`src/hdl/fbc_pkg.sv`:
```
// Shared constants, command types and mixing functions for the frame block cipher.
package fbc_pkg;

    localparam int WORD_W     = 32;
    localparam int CFG_IDX_W  = 3;
    localparam int NUM_KEYS   = 4;
    localparam int NUM_BYTES  = 16;
    localparam int KS_STEPS   = 32;
    localparam int BT_STEPS   = 24;
    localparam int STEP_W     = $clog2(KS_STEPS);

    localparam logic [WORD_W-1:0] DELTA        = 32'h9E37_79B9;
    localparam logic [WORD_W-1:0] DEC_SUM_INIT = DELTA * 32'd6;

    localparam logic [WORD_W-1:0] KEY_RESET [NUM_KEYS] =
        '{32'hA5F9_B21C, 32'hAB3F_9D12, 32'hC6F3_4E34, 32'hD72F_A378};
    localparam logic [WORD_W-1:0] SCRAMBLE_RESET = 32'h956F_6C77;

    localparam logic [CFG_IDX_W-1:0] REG_KEY_0    = 3'd0;
    localparam logic [CFG_IDX_W-1:0] REG_KEY_1    = 3'd1;
    localparam logic [CFG_IDX_W-1:0] REG_KEY_2    = 3'd2;
    localparam logic [CFG_IDX_W-1:0] REG_KEY_3    = 3'd3;
    localparam logic [CFG_IDX_W-1:0] REG_SCRAMBLE = 3'd4;

    typedef enum logic [2:0] {
        SUM_HOLD,
        SUM_DELTA,
        SUM_DEC_INIT,
        SUM_ADD,
        SUM_SUB
    } fbc_sum_op_t;

    typedef struct packed {
        logic        load;
        logic        ks_step;
        logic        ks_xor;
        logic        enc_step;
        logic        dec_step;
        logic        out_load;
        logic [1:0]  word_idx;
        fbc_sum_op_t sum_op;
    } fbc_cmd_t;

    typedef struct packed {
        logic decrypt;
    } fbc_status_t;

    function automatic logic [7:0] bmix8(input logic [7:0] y, input logic [7:0] z,
                                         input logic [7:0] s);
        logic [7:0] a;
        logic [7:0] b;
        a = (z >> 5) ^ (y << 2);
        b = (y >> 3) ^ (z << 4);
        return (a + b) ^ (s ^ y);
    endfunction

    function automatic logic [WORD_W-1:0] wmix(input logic [WORD_W-1:0] y,
                                               input logic [WORD_W-1:0] z,
                                               input logic [WORD_W-1:0] s,
                                               input logic [WORD_W-1:0] k);
        logic [WORD_W-1:0] a;
        logic [WORD_W-1:0] b;
        a = ((z >> 5) ^ (y << 2)) + ((y >> 3) ^ (z << 4));
        b = (s ^ y) + (k ^ z);
        return a ^ b;
    endfunction

endpackage

```
`src/hdl/fbc_ctrl.sv`:
```
// Sequencing controller: handshakes, step counting and datapath commands.
module fbc_ctrl
    import fbc_pkg::*;
(
    input  logic        clk,
    input  logic        rst_n,
    input  logic        in_valid,
    output logic        in_ready,
    output logic        out_valid,
    input  logic        out_ready,
    input  fbc_status_t status,
    output fbc_cmd_t    cmd
);

    typedef enum logic [2:0] {
        ST_IDLE,
        ST_START,
        ST_KS,
        ST_XOR,
        ST_ENC,
        ST_DEC,
        ST_FIN
    } state_t;

    state_t              state_reg;
    state_t              state_next;
    logic [STEP_W-1:0]   step_reg;
    logic [STEP_W-1:0]   step_next;
    logic                out_valid_reg;
    logic                out_valid_next;

    assign in_ready  = (state_reg == ST_IDLE);
    assign out_valid = out_valid_reg;

    always_comb
    begin
        state_next     = state_reg;
        step_next      = step_reg;
        out_valid_next = out_valid_reg && !out_ready;
        cmd            = '0;
        cmd.sum_op     = SUM_HOLD;
        case (state_reg)
            ST_IDLE:
            begin
                if (in_valid)
                begin
                    cmd.load   = 1'b1;
                    state_next = ST_START;
                end
            end
            ST_START:
            begin
                step_next  = '0;
                state_next = status.decrypt ? ST_DEC : ST_KS;
            end
            ST_KS:
            begin
                cmd.ks_step = 1'b1;
                step_next   = step_reg + STEP_W'(1);
                if (step_reg[3:0] == 4'hF && step_reg != STEP_W'(KS_STEPS - 1))
                begin
                    cmd.sum_op = SUM_ADD;
                end
                if (step_reg == STEP_W'(KS_STEPS - 1))
                begin
                    step_next  = '0;
                    state_next = ST_XOR;
                end
            end
            ST_XOR:
            begin
                cmd.ks_xor = 1'b1;
                if (status.decrypt)
                begin
                    state_next = ST_FIN;
                end
                else
                begin
                    cmd.sum_op = SUM_DELTA;
                    state_next = ST_ENC;
                end
            end
            ST_ENC:
            begin
                cmd.enc_step = 1'b1;
                cmd.word_idx = step_reg[1:0];
                step_next    = step_reg + STEP_W'(1);
                if (step_reg[1:0] == 2'd3)
                begin
                    cmd.sum_op = SUM_ADD;
                end
                if (step_reg == STEP_W'(BT_STEPS - 1))
                begin
                    step_next  = '0;
                    state_next = ST_FIN;
                end
            end
            ST_DEC:
            begin
                cmd.dec_step = 1'b1;
                cmd.word_idx = ~step_reg[1:0];
                step_next    = step_reg + STEP_W'(1);
                if (step_reg[1:0] == 2'd3)
                begin
                    cmd.sum_op = SUM_SUB;
                end
                if (step_reg == STEP_W'(BT_STEPS - 1))
                begin
                    cmd.sum_op = SUM_DELTA;
                    step_next  = '0;
                    state_next = ST_KS;
                end
            end
            ST_FIN:
            begin
                if (!out_valid_reg || out_ready)
                begin
                    cmd.out_load   = 1'b1;
                    out_valid_next = 1'b1;
                    state_next     = ST_IDLE;
                end
            end
            default:
            begin
                state_next = ST_IDLE;
            end
        endcase
    end

    always_ff @(posedge clk or negedge rst_n)
    begin
        if (!rst_n)
        begin
            state_reg     <= ST_IDLE;
            step_reg      <= '0;
            out_valid_reg <= 1'b0;
        end
        else
        begin
            state_reg     <= state_next;
            step_reg      <= step_next;
            out_valid_reg <= out_valid_next;
        end
    end

endmodule

```
`src/hdl/fbc_dp.sv`:
```
// Datapath: configuration registers, byte keystream mixer, word cipher and output register.
module fbc_dp
    import fbc_pkg::*;
(
    input  logic                        clk,
    input  logic                        rst_n,
    input  logic                        cfg_we,
    input  logic [CFG_IDX_W-1:0]        cfg_index,
    input  logic [WORD_W-1:0]           cfg_data,
    input  logic                        in_cmd,
    input  logic [WORD_W-1:0]           in_utc,
    input  logic [5:0][WORD_W-1:0]      in_words,
    input  fbc_cmd_t                    cmd,
    output fbc_status_t                 status,
    output logic [5:0][WORD_W-1:0]      out_words
);

    logic [WORD_W-1:0] key_reg [NUM_KEYS];
    logic [WORD_W-1:0] scramble_reg;

    logic              decrypt_reg;
    logic [WORD_W-1:0] w0_reg;
    logic [WORD_W-1:0] w1_reg;
    logic [WORD_W-1:0] v_reg [4];
    logic [WORD_W-1:0] v_next [4];
    logic [7:0]        b_reg [NUM_BYTES];
    logic [7:0]        b_next [NUM_BYTES];
    logic [WORD_W-1:0] sum_reg;
    logic [WORD_W-1:0] sum_next;
    logic [5:0][WORD_W-1:0] out_reg;

    logic [4*WORD_W-1:0] seed;
    logic [7:0]          byte_new;
    logic [WORD_W-1:0]   round_key;
    logic [WORD_W-1:0]   enc_new;
    logic [WORD_W-1:0]   dec_new;

    assign status.decrypt = decrypt_reg;
    assign out_words      = out_reg;

    always_ff @(posedge clk or negedge rst_n)
    begin
        if (!rst_n)
        begin
            for (int i = 0; i < NUM_KEYS; i++)
            begin
                key_reg[i] <= KEY_RESET[i];
            end
            scramble_reg <= SCRAMBLE_RESET;
        end
        else if (cfg_we)
        begin
            case (cfg_index)
                REG_KEY_0:    key_reg[0]   <= cfg_data;
                REG_KEY_1:    key_reg[1]   <= cfg_data;
                REG_KEY_2:    key_reg[2]   <= cfg_data;
                REG_KEY_3:    key_reg[3]   <= cfg_data;
                REG_SCRAMBLE: scramble_reg <= cfg_data;
                default:      ;
            endcase
        end
    end

    assign seed      = {scramble_reg, in_utc >> 4, in_words[1], in_words[0]};
    assign byte_new  = b_reg[0] + bmix8(b_reg[1], b_reg[NUM_BYTES-1], sum_reg[7:0]);
    assign round_key = key_reg[cmd.word_idx ^ sum_reg[3:2]];
    assign enc_new   = v_reg[0] + wmix(v_reg[1], v_reg[3], sum_reg, round_key);
    assign dec_new   = v_reg[3] - wmix(v_reg[0], v_reg[2], sum_reg, round_key);

    always_comb
    begin
        b_next   = b_reg;
        v_next   = v_reg;
        sum_next = sum_reg;
        if (cmd.load)
        begin
            for (int i = 0; i < NUM_BYTES; i++)
            begin
                b_next[i] = seed[8*i +: 8];
            end
            for (int i = 0; i < 4; i++)
            begin
                v_next[i] = in_words[i+2];
            end
        end
        else if (cmd.ks_step)
        begin
            for (int i = 0; i < NUM_BYTES - 1; i++)
            begin
                b_next[i] = b_reg[i+1];
            end
            b_next[NUM_BYTES-1] = byte_new;
        end
        else if (cmd.ks_xor)
        begin
            for (int i = 0; i < 4; i++)
            begin
                v_next[i] = v_reg[i] ^ {b_reg[4*i+3], b_reg[4*i+2], b_reg[4*i+1], b_reg[4*i]};
            end
        end
        else if (cmd.enc_step)
        begin
            v_next[0] = v_reg[1];
            v_next[1] = v_reg[2];
            v_next[2] = v_reg[3];
            v_next[3] = enc_new;
        end
        else if (cmd.dec_step)
        begin
            v_next[0] = dec_new;
            v_next[1] = v_reg[0];
            v_next[2] = v_reg[1];
            v_next[3] = v_reg[2];
        end

        if (cmd.load)
        begin
            sum_next = in_cmd ? DEC_SUM_INIT : DELTA;
        end
        else
        begin
            case (cmd.sum_op)
                SUM_HOLD:     sum_next = sum_reg;
                SUM_DELTA:    sum_next = DELTA;
                SUM_DEC_INIT: sum_next = DEC_SUM_INIT;
                SUM_ADD:      sum_next = sum_reg + DELTA;
                SUM_SUB:      sum_next = sum_reg - DELTA;
                default:      sum_next = sum_reg;
            endcase
        end
    end

    always_ff @(posedge clk)
    begin
        b_reg   <= b_next;
        v_reg   <= v_next;
        sum_reg <= sum_next;
        if (cmd.load)
        begin
            decrypt_reg <= in_cmd;
            w0_reg      <= in_words[0];
            w1_reg      <= in_words[1];
        end
        if (cmd.out_load)
        begin
            out_reg <= {v_reg[3], v_reg[2], v_reg[1], v_reg[0], w1_reg, w0_reg};
        end
    end

endmodule

```
`src/hdl/frame_block_cipher.sv`:
```
// Top level of the frame block cipher: controller, datapath and checks.
//
// Input channel: in_valid/in_ready carry one 24-byte frame word (six 32-bit
// words, cmd and utc_seconds). cmd 0 encrypts, 1 decrypts. Words 0 and 1
// pass straight through; words 2 to 5 are keystream-XORed and block-ciphered.
// Output channel: out_valid/out_ready carry the processed frame.
// The block works on one frame at a time: 32 byte-mixer steps, an XOR
// step and 24 word-cipher steps (word steps first when decrypting) run one
// per cycle through a single shared byte unit and an encrypt and a decrypt
// word unit; a new frame is taken only once the last one has been moved
// into the output register.
// The result sits in an output register; a stalled receiver does not stop
// the next frame from being taken, only its final transfer into the output
// register waits until the previous result has gone.
// Configuration: cfg_we writes cfg_data to register cfg_index (0..3 cipher
// key words, 4 scramble key); write only while the block is idle.
// Reset clears the controller and loads the default keys; no frame is held.
module frame_block_cipher
    import fbc_pkg::*;
(
    input  logic                 clk,
    input  logic                 rst_n,
    input  logic                 cfg_we,
    input  logic [CFG_IDX_W-1:0] cfg_index,
    input  logic [WORD_W-1:0]    cfg_data,
    input  logic                 in_valid,
    output logic                 in_ready,
    input  logic                 cmd,
    input  logic [WORD_W-1:0]    utc_seconds,
    input  logic [WORD_W-1:0]    in_word_0,
    input  logic [WORD_W-1:0]    in_word_1,
    input  logic [WORD_W-1:0]    in_word_2,
    input  logic [WORD_W-1:0]    in_word_3,
    input  logic [WORD_W-1:0]    in_word_4,
    input  logic [WORD_W-1:0]    in_word_5,
    output logic                 out_valid,
    input  logic                 out_ready,
    output logic [WORD_W-1:0]    out_word_0,
    output logic [WORD_W-1:0]    out_word_1,
    output logic [WORD_W-1:0]    out_word_2,
    output logic [WORD_W-1:0]    out_word_3,
    output logic [WORD_W-1:0]    out_word_4,
    output logic [WORD_W-1:0]    out_word_5
);

    fbc_cmd_t               dp_cmd;
    fbc_status_t            dp_status;
    logic [5:0][WORD_W-1:0] in_words;
    logic [5:0][WORD_W-1:0] out_words;

    assign in_words = {in_word_5, in_word_4, in_word_3, in_word_2, in_word_1, in_word_0};

    fbc_ctrl u_ctrl (
        .clk       (clk),
        .rst_n     (rst_n),
        .in_valid  (in_valid),
        .in_ready  (in_ready),
        .out_valid (out_valid),
        .out_ready (out_ready),
        .status    (dp_status),
        .cmd       (dp_cmd)
    );

    fbc_dp u_dp (
        .clk       (clk),
        .rst_n     (rst_n),
        .cfg_we    (cfg_we),
        .cfg_index (cfg_index),
        .cfg_data  (cfg_data),
        .in_cmd    (cmd),
        .in_utc    (utc_seconds),
        .in_words  (in_words),
        .cmd       (dp_cmd),
        .status    (dp_status),
        .out_words (out_words)
    );

    assign out_word_0 = out_words[0];
    assign out_word_1 = out_words[1];
    assign out_word_2 = out_words[2];
    assign out_word_3 = out_words[3];
    assign out_word_4 = out_words[4];
    assign out_word_5 = out_words[5];

    a_busy_after_accept: assert property (@(posedge clk) disable iff (!rst_n)
        in_valid && in_ready |=> !in_ready)
        else $error("input taken while a frame is in progress");

    a_idle_on_result: assert property (@(posedge clk) disable iff (!rst_n)
        $rose(out_valid) |-> in_ready)
        else $error("result presented while the controller is still busy");

    a_one_step_kind: assert property (@(posedge clk) disable iff (!rst_n)
        $onehot0({dp_cmd.load, dp_cmd.ks_step, dp_cmd.ks_xor, dp_cmd.enc_step,
                  dp_cmd.dec_step, dp_cmd.out_load}))
        else $error("more than one datapath operation issued in a cycle");

endmodule
```
`config.mk`:
```
export PLATFORM = sky130hd
export DESIGN_NAME = frame_block_cipher
export DESIGN_NICKNAME = d
export VERILOG_FILES = /design/src/hdl/fbc_pkg.sv /design/src/hdl/fbc_ctrl.sv /design/src/hdl/fbc_dp.sv /design/src/hdl/frame_block_cipher.sv
export SDC_FILE = /design/constraint.sdc
export NUM_CORES = 2
export LEC_CHECK = 0
export BUFFER_PORTS_ARGS = -buffer_cell sky130_fd_sc_hd__buf_4
export CAP_MARGIN = 30
export CORE_MARGIN = 3
export CORE_UTILIZATION = 45
export CTS_BUF_LIST = sky130_fd_sc_hd__clkbuf_2 sky130_fd_sc_hd__clkbuf_4 sky130_fd_sc_hd__clkbuf_8
export DETAILED_ROUTE_END_ITERATION = 10
export PLACE_DENSITY = 0.66
export SLEW_MARGIN = 5
export SYNTH_ARGS = -nofsm -noshare
export SYNTH_HDL_FRONTEND = slang
export SYNTH_SLANG_ARGS = --single-unit
```
`constraint.sdc`:
```
create_clock -name clk -period 14.3 [get_ports clk]
set_input_delay 2.145 -clock clk [delete_from_list [all_inputs] [get_ports clk]]
set_output_delay 2.145 -clock clk [all_outputs]
set_load 0.1 [all_outputs]
```
After elaboration in Yosys (flattened, before gate mapping):

Cells that the tools add are included.

* register bits after elaboration: 714
* input port bits: 265
* output and inout port bits: 194

* bitwise operators: 21
* mux-type cells: 41
* magnitude comparators: 1
* reduce and logical (&&, ||, !) cells: 19
* $add $sub $neg: 11
* eq/ne operators: 25

Operators by type and width (count)
* two-way mux 128 bit: 7
* XOR 32 bit: 10
* adder 32 bit: 5
* case mux 32 bit (4 select lines): 1
* two-way mux 32 bit: 3
* binary-select mux 32 bit (select 2 bit): 1
* XOR 27 x 32 -> 32 bit: 2
* XOR 29 x 32 -> 32 bit: 2
* adder 32 bit (second input constant): 1
* subtractor 32 bit: 1
* subtractor 32 bit (second input constant): 1
* two-way mux 30 bit: 1
* two-way mux 3 bit: 8
* case mux 3 bit (7 select lines): 1
* equality test 3 x 2 -> 1 bit (second input constant): 6
* adder 8 bit: 2
* XOR 8 bit: 2
* equality test 3 bit (second input constant): 5
* case mux 5 bit (3 select lines): 1
* case mux 3 bit (4 select lines): 1
* AND reduction 2 bit: 6
* two-way mux 1 bit: 11
* equality test 5 bit (second input constant): 2
* two-way mux 5 bit: 2
* other kinds (25): 36

Logic depth before layout (Yosys ltp):

* depth in word-level cells: 16
* gate-level depth with buffers: 33
* gate-level depth less buffers: 31

Hierarchy:

A second synthesis with hierarchy kept.

* cell total of the unflattened synthesis: 3898
* area total of the unflattened synthesis: 43968.4 um^2

By module, submodules not included
* fbc_dp: seq. area each 20443.4 um^2, area an instance 43201.4 um^2, instances 1, cells an instance 3806
* fbc_ctrl: seq. area each 225.2 um^2, area an instance 767.0 um^2, instances 1, cells an instance 92

Worst setup path after synthesis:

Ideal clock, no wire load.

* path kind: input port to flip-flop
* from: in out_ready
* to: reg u_dp.out_reg (netlist bit u_dp.out_words[0]) (enable)
* buffers on the path: 0
* stages on the path: 2
* path slack: 2818 ps
* data arrival time: 10715 ps
* path through: nand2b_1 > nor2b_1

RTL lines
* from (decl): RTL line frame_block_cipher.sv:37 `input logic out_ready,`
* to (signal assigned): RTL line fbc_dp.sv:146 `out_reg <= {v_reg[3], v_reg[2], v_reg[1], v_reg[0], w1_reg, w0_reg};`
* to (decl): RTL line fbc_dp.sv:30 `logic [5:0][WORD_W-1:0] out_reg;`

==> results.md <==
* I/O pins at 459
* Die X at about 320 µm
* Mapped Nets at ~4300
* Maxcap violations at 0
* CP peak stage delay at ~800 ps
* Worst hold path type: register to register
* Rows at between 100 and 150
* Largest area contributor in the netlist: edfxtp_1
* CTS resizes at 0
* # setup viols final at 0
* Worst rel slew slack at between 30% and 40%
* Global route total overflow at 0
* Hold path cells at 0
* Antenna violations before repair at 10
* Final Max Tran Viols at 0
* Status: completed
* CP bufs+invs at 2
* Setup Skew at about 61 ps
* DIE AREA at ~100000 µm²
* IO Port Bufs at about 450
* Vias in the first global route at roughly 33000
* TNS Setup at 0 ps
* Clock slew at reported path FFs at 60 ps
* CP startpoint kind: register
* Synth area leaders: edfxtp_1 (38%), xor2_1 (7.0%), ha_1 (6.9%), xnor2_1 (6.3%), dfstp_2 (5.5%)
* Worst-Skew Late Latency at 830 ps
* Routed wire length at between 150 and 200 mm
* CTS Buffer Depth at 3
* Chip height at 316 µm
* Register area share after synthesis at 47.9%
* Top_reg_cell synth: edfxtp_1
* Most frequent CP cell: a21oi_1
* Worst EP arrival at 9480 ps
* Critical path required time at approximately 15000 ps
* GPL Wtd Cong at roughly 0.98
* Netlist cell types at 76
* Largest net degree at the start of global routing at between 100 and 150
* CTS Buf Count at approximately 120
* Final hold vios at 0
* DRT antenna net count at 0
* First-pass GRT wire length at around 240 mm
* Critical path type: register to register
* Slowest library cell on the worst path: o41ai_1
* Reg2reg end: u_dp.v_reg[127]
* CTS sink count at 714
* Fin crit period at 8820 ps
* FF-to-FF Start: u_ctrl.state_reg[0]
* Hold Path Sink: u_dp.out_words[3]
* Avg Cell Area, Syn at approximately 11 µm²
* Worst r2r path cells at 30
* H-tree depth at 3
* CP delay by family, top: compound AO/OA/AOI/OAI gates
* Max reg flops at roughly 190
* Total GRT Usage at between 30% and 40%
* Synth top area share at a little under two fifths
* Layout cells sized above 1 at approximately 24%
* RSZ-0062 raised after global routing: no
* CP endpoint kind: register
* Fmax at 0.113 GHz
* CTS tree: yes
* Post-synth EDFFs at 541
* Setup bufs post-CTS at 0
* P&R area growth vs syn at 16.7%
* Vias at around 34000
* CP max FO at 32
* Worst R2R Setup Slack at roughly 5500 ps
* Drt first pass iters at 6
* Yosys reg bits at around 710
* Levels on crit path at 30
* Initial DRC Count at about 4200
* Drt drc at 0
* Crit share post-route at between 60% and 70%
* Synth warn at 0
* Nets at ~4700
* Min-delay src: u_dp.w0_reg[3]
* Hpwl dp at 128 mm
* Synth Cell Area at roughly 43000 µm²
* Post-synth ARST share at between 20% and 30%
* Worst-Margin Slew at around 1000 ps
* Initial Utilization at a little under half
* # hold bufs at CTS at 0
* Core Box Area at between 90000 and 100000 µm²
* Synth Instances at between 3000 and 4000
* Clock root buffer master: clkbuf_8
* WL/cell at between 30 and 40 µm
* Vias per cell at between 6 and 7
logic make-up (layout without fill, tap and decap cells):
logic type / after synthesis / in the layout / share of synthesized area [%]
AOI/OAI and AO/OA: 1021 / 1021 / 16.0
DFF: 714 / 714 / 47.9
and+or+nand+nor: 667 / 667 / 6.88
xor gates and xnor gates: 658 / 658 / 13.4
buffers and inverters: 304 / 791 / 2.65
adders and majority gates: 247 / 247 / 7.31
muxes: 195 / 195 / 5.91
other: 0 / 8 / 0
layout by cell type (no fill, tap or decap), types with 9 or more instances in the layout:
cell      count
edfxtp_1    541
and2_1       10
nand4_1      11
a31oi_1      19
nor2b_1      17
a211oi_1     20
clkbuf_8    129
o211ai_1     37
nand3_1      33
o21ai_0     152
a221oi_1     83
nor3_1       26
and3_1       16
mux4_2       32
a22o_1      119
o21bai_1     25
o31ai_1      11
nor4_1       10
clkinv_2      9
o22ai_1      14
nand2b_1     26
dfrtp_1      78
o21a_1       28
inv_1        59
a21oi_1     302
o221ai_1     13
fa_1          9
a21o_1      126
clkbuf_4     38
nand2_1     174
ha_1        238
clkinv_1     23
nor2_1      292
dfstp_2      91
xnor2_1     311
mux2_2      160
xor2_1      344
buf_4       515
worst max path at each step:
stage	start	endpoint
floorplan	out_ready	u_dp.out_words[0]
global placement	u_ctrl.state_reg[0]	u_dp.v_reg[127]
detailed placement	u_ctrl.state_reg[0]	u_dp.v_reg[127]
CTS	u_ctrl.state_reg[0]	u_dp.v_reg[127]
global route	u_ctrl.state_reg[0]	u_dp.v_reg[127]
finish	u_ctrl.state_reg[0]	u_dp.v_reg[127]
cells in the mapped netlist, types with 10 or more instances:
library cell  count
o21a_1           28
o211ai_1         37
o221ai_1         14
nand2_1         175
nor3_1           27
ha_1            238
clkbuf_1        220
a22o_1          119
nor4_1           10
nand2b_1         27
edfxtp_1        541
a211oi_1         20
a21oi_1         303
dfrtp_1          78
o31ai_1          11
a221oi_1         84
nor2b_1          18
o22ai_1          14
and2_1           11
mux4_2           32
a31oi_1          19
xor2_1          344
and3_1           17
dfstp_2          91
nand4_1          11
o21bai_1         25
mux2_2          160
xnor2_1         312
nand3_1          34
nor2_1          295
a21o_1          126
inv_1            60
o21ai_0         152
buf_1            20
layout make-up:
| type | count | area [µm²] |
|---|---|---|
| repair buffers | 520 | 3950 |
| flip-flops and latches | 714 | 20700 |
| multi-input cells | 2788 | 21500 |
| clock inverters | 44 | 399 |
| fillers | 8376 | 43800 |
| inverters | 60 | 233 |
| diodes | 8 | 20.0 |
| clock buffers | 167 | 2060 |
| well taps | 1254 | 1570 |
per-layer routing:
layer	vias to the layer above	wire length (µm)	GRT usage, %	share of wire, %
li1	14853	-	-	-
met1	17009	67200	45.2	40
met2	2013	75000	50.9	44
met3	403	19000	8.17	11
met4	6	8670	15.1	5.1
met5	-	40	0	0.024
stage by stage:
step	hold WS (ps)	util [%]	instance area, µm²	std cells	setup slack, ps
2_1_floorplan	400	-	43200	3806	2820
3_3_place_gp	401	50.8	47800	5333	5600
3_5_place_dp	405	50.8	47800	5333	5490
4_1_cts	407	53.4	50300	5544	5470
5_1_grt	403	53.5	50400	5553	4820
6_report	388	53.5	50400	5555	5480
Power is not shown: default switching activity piles up to over one toggle a cycle in this logic, so the estimate is an artifact.
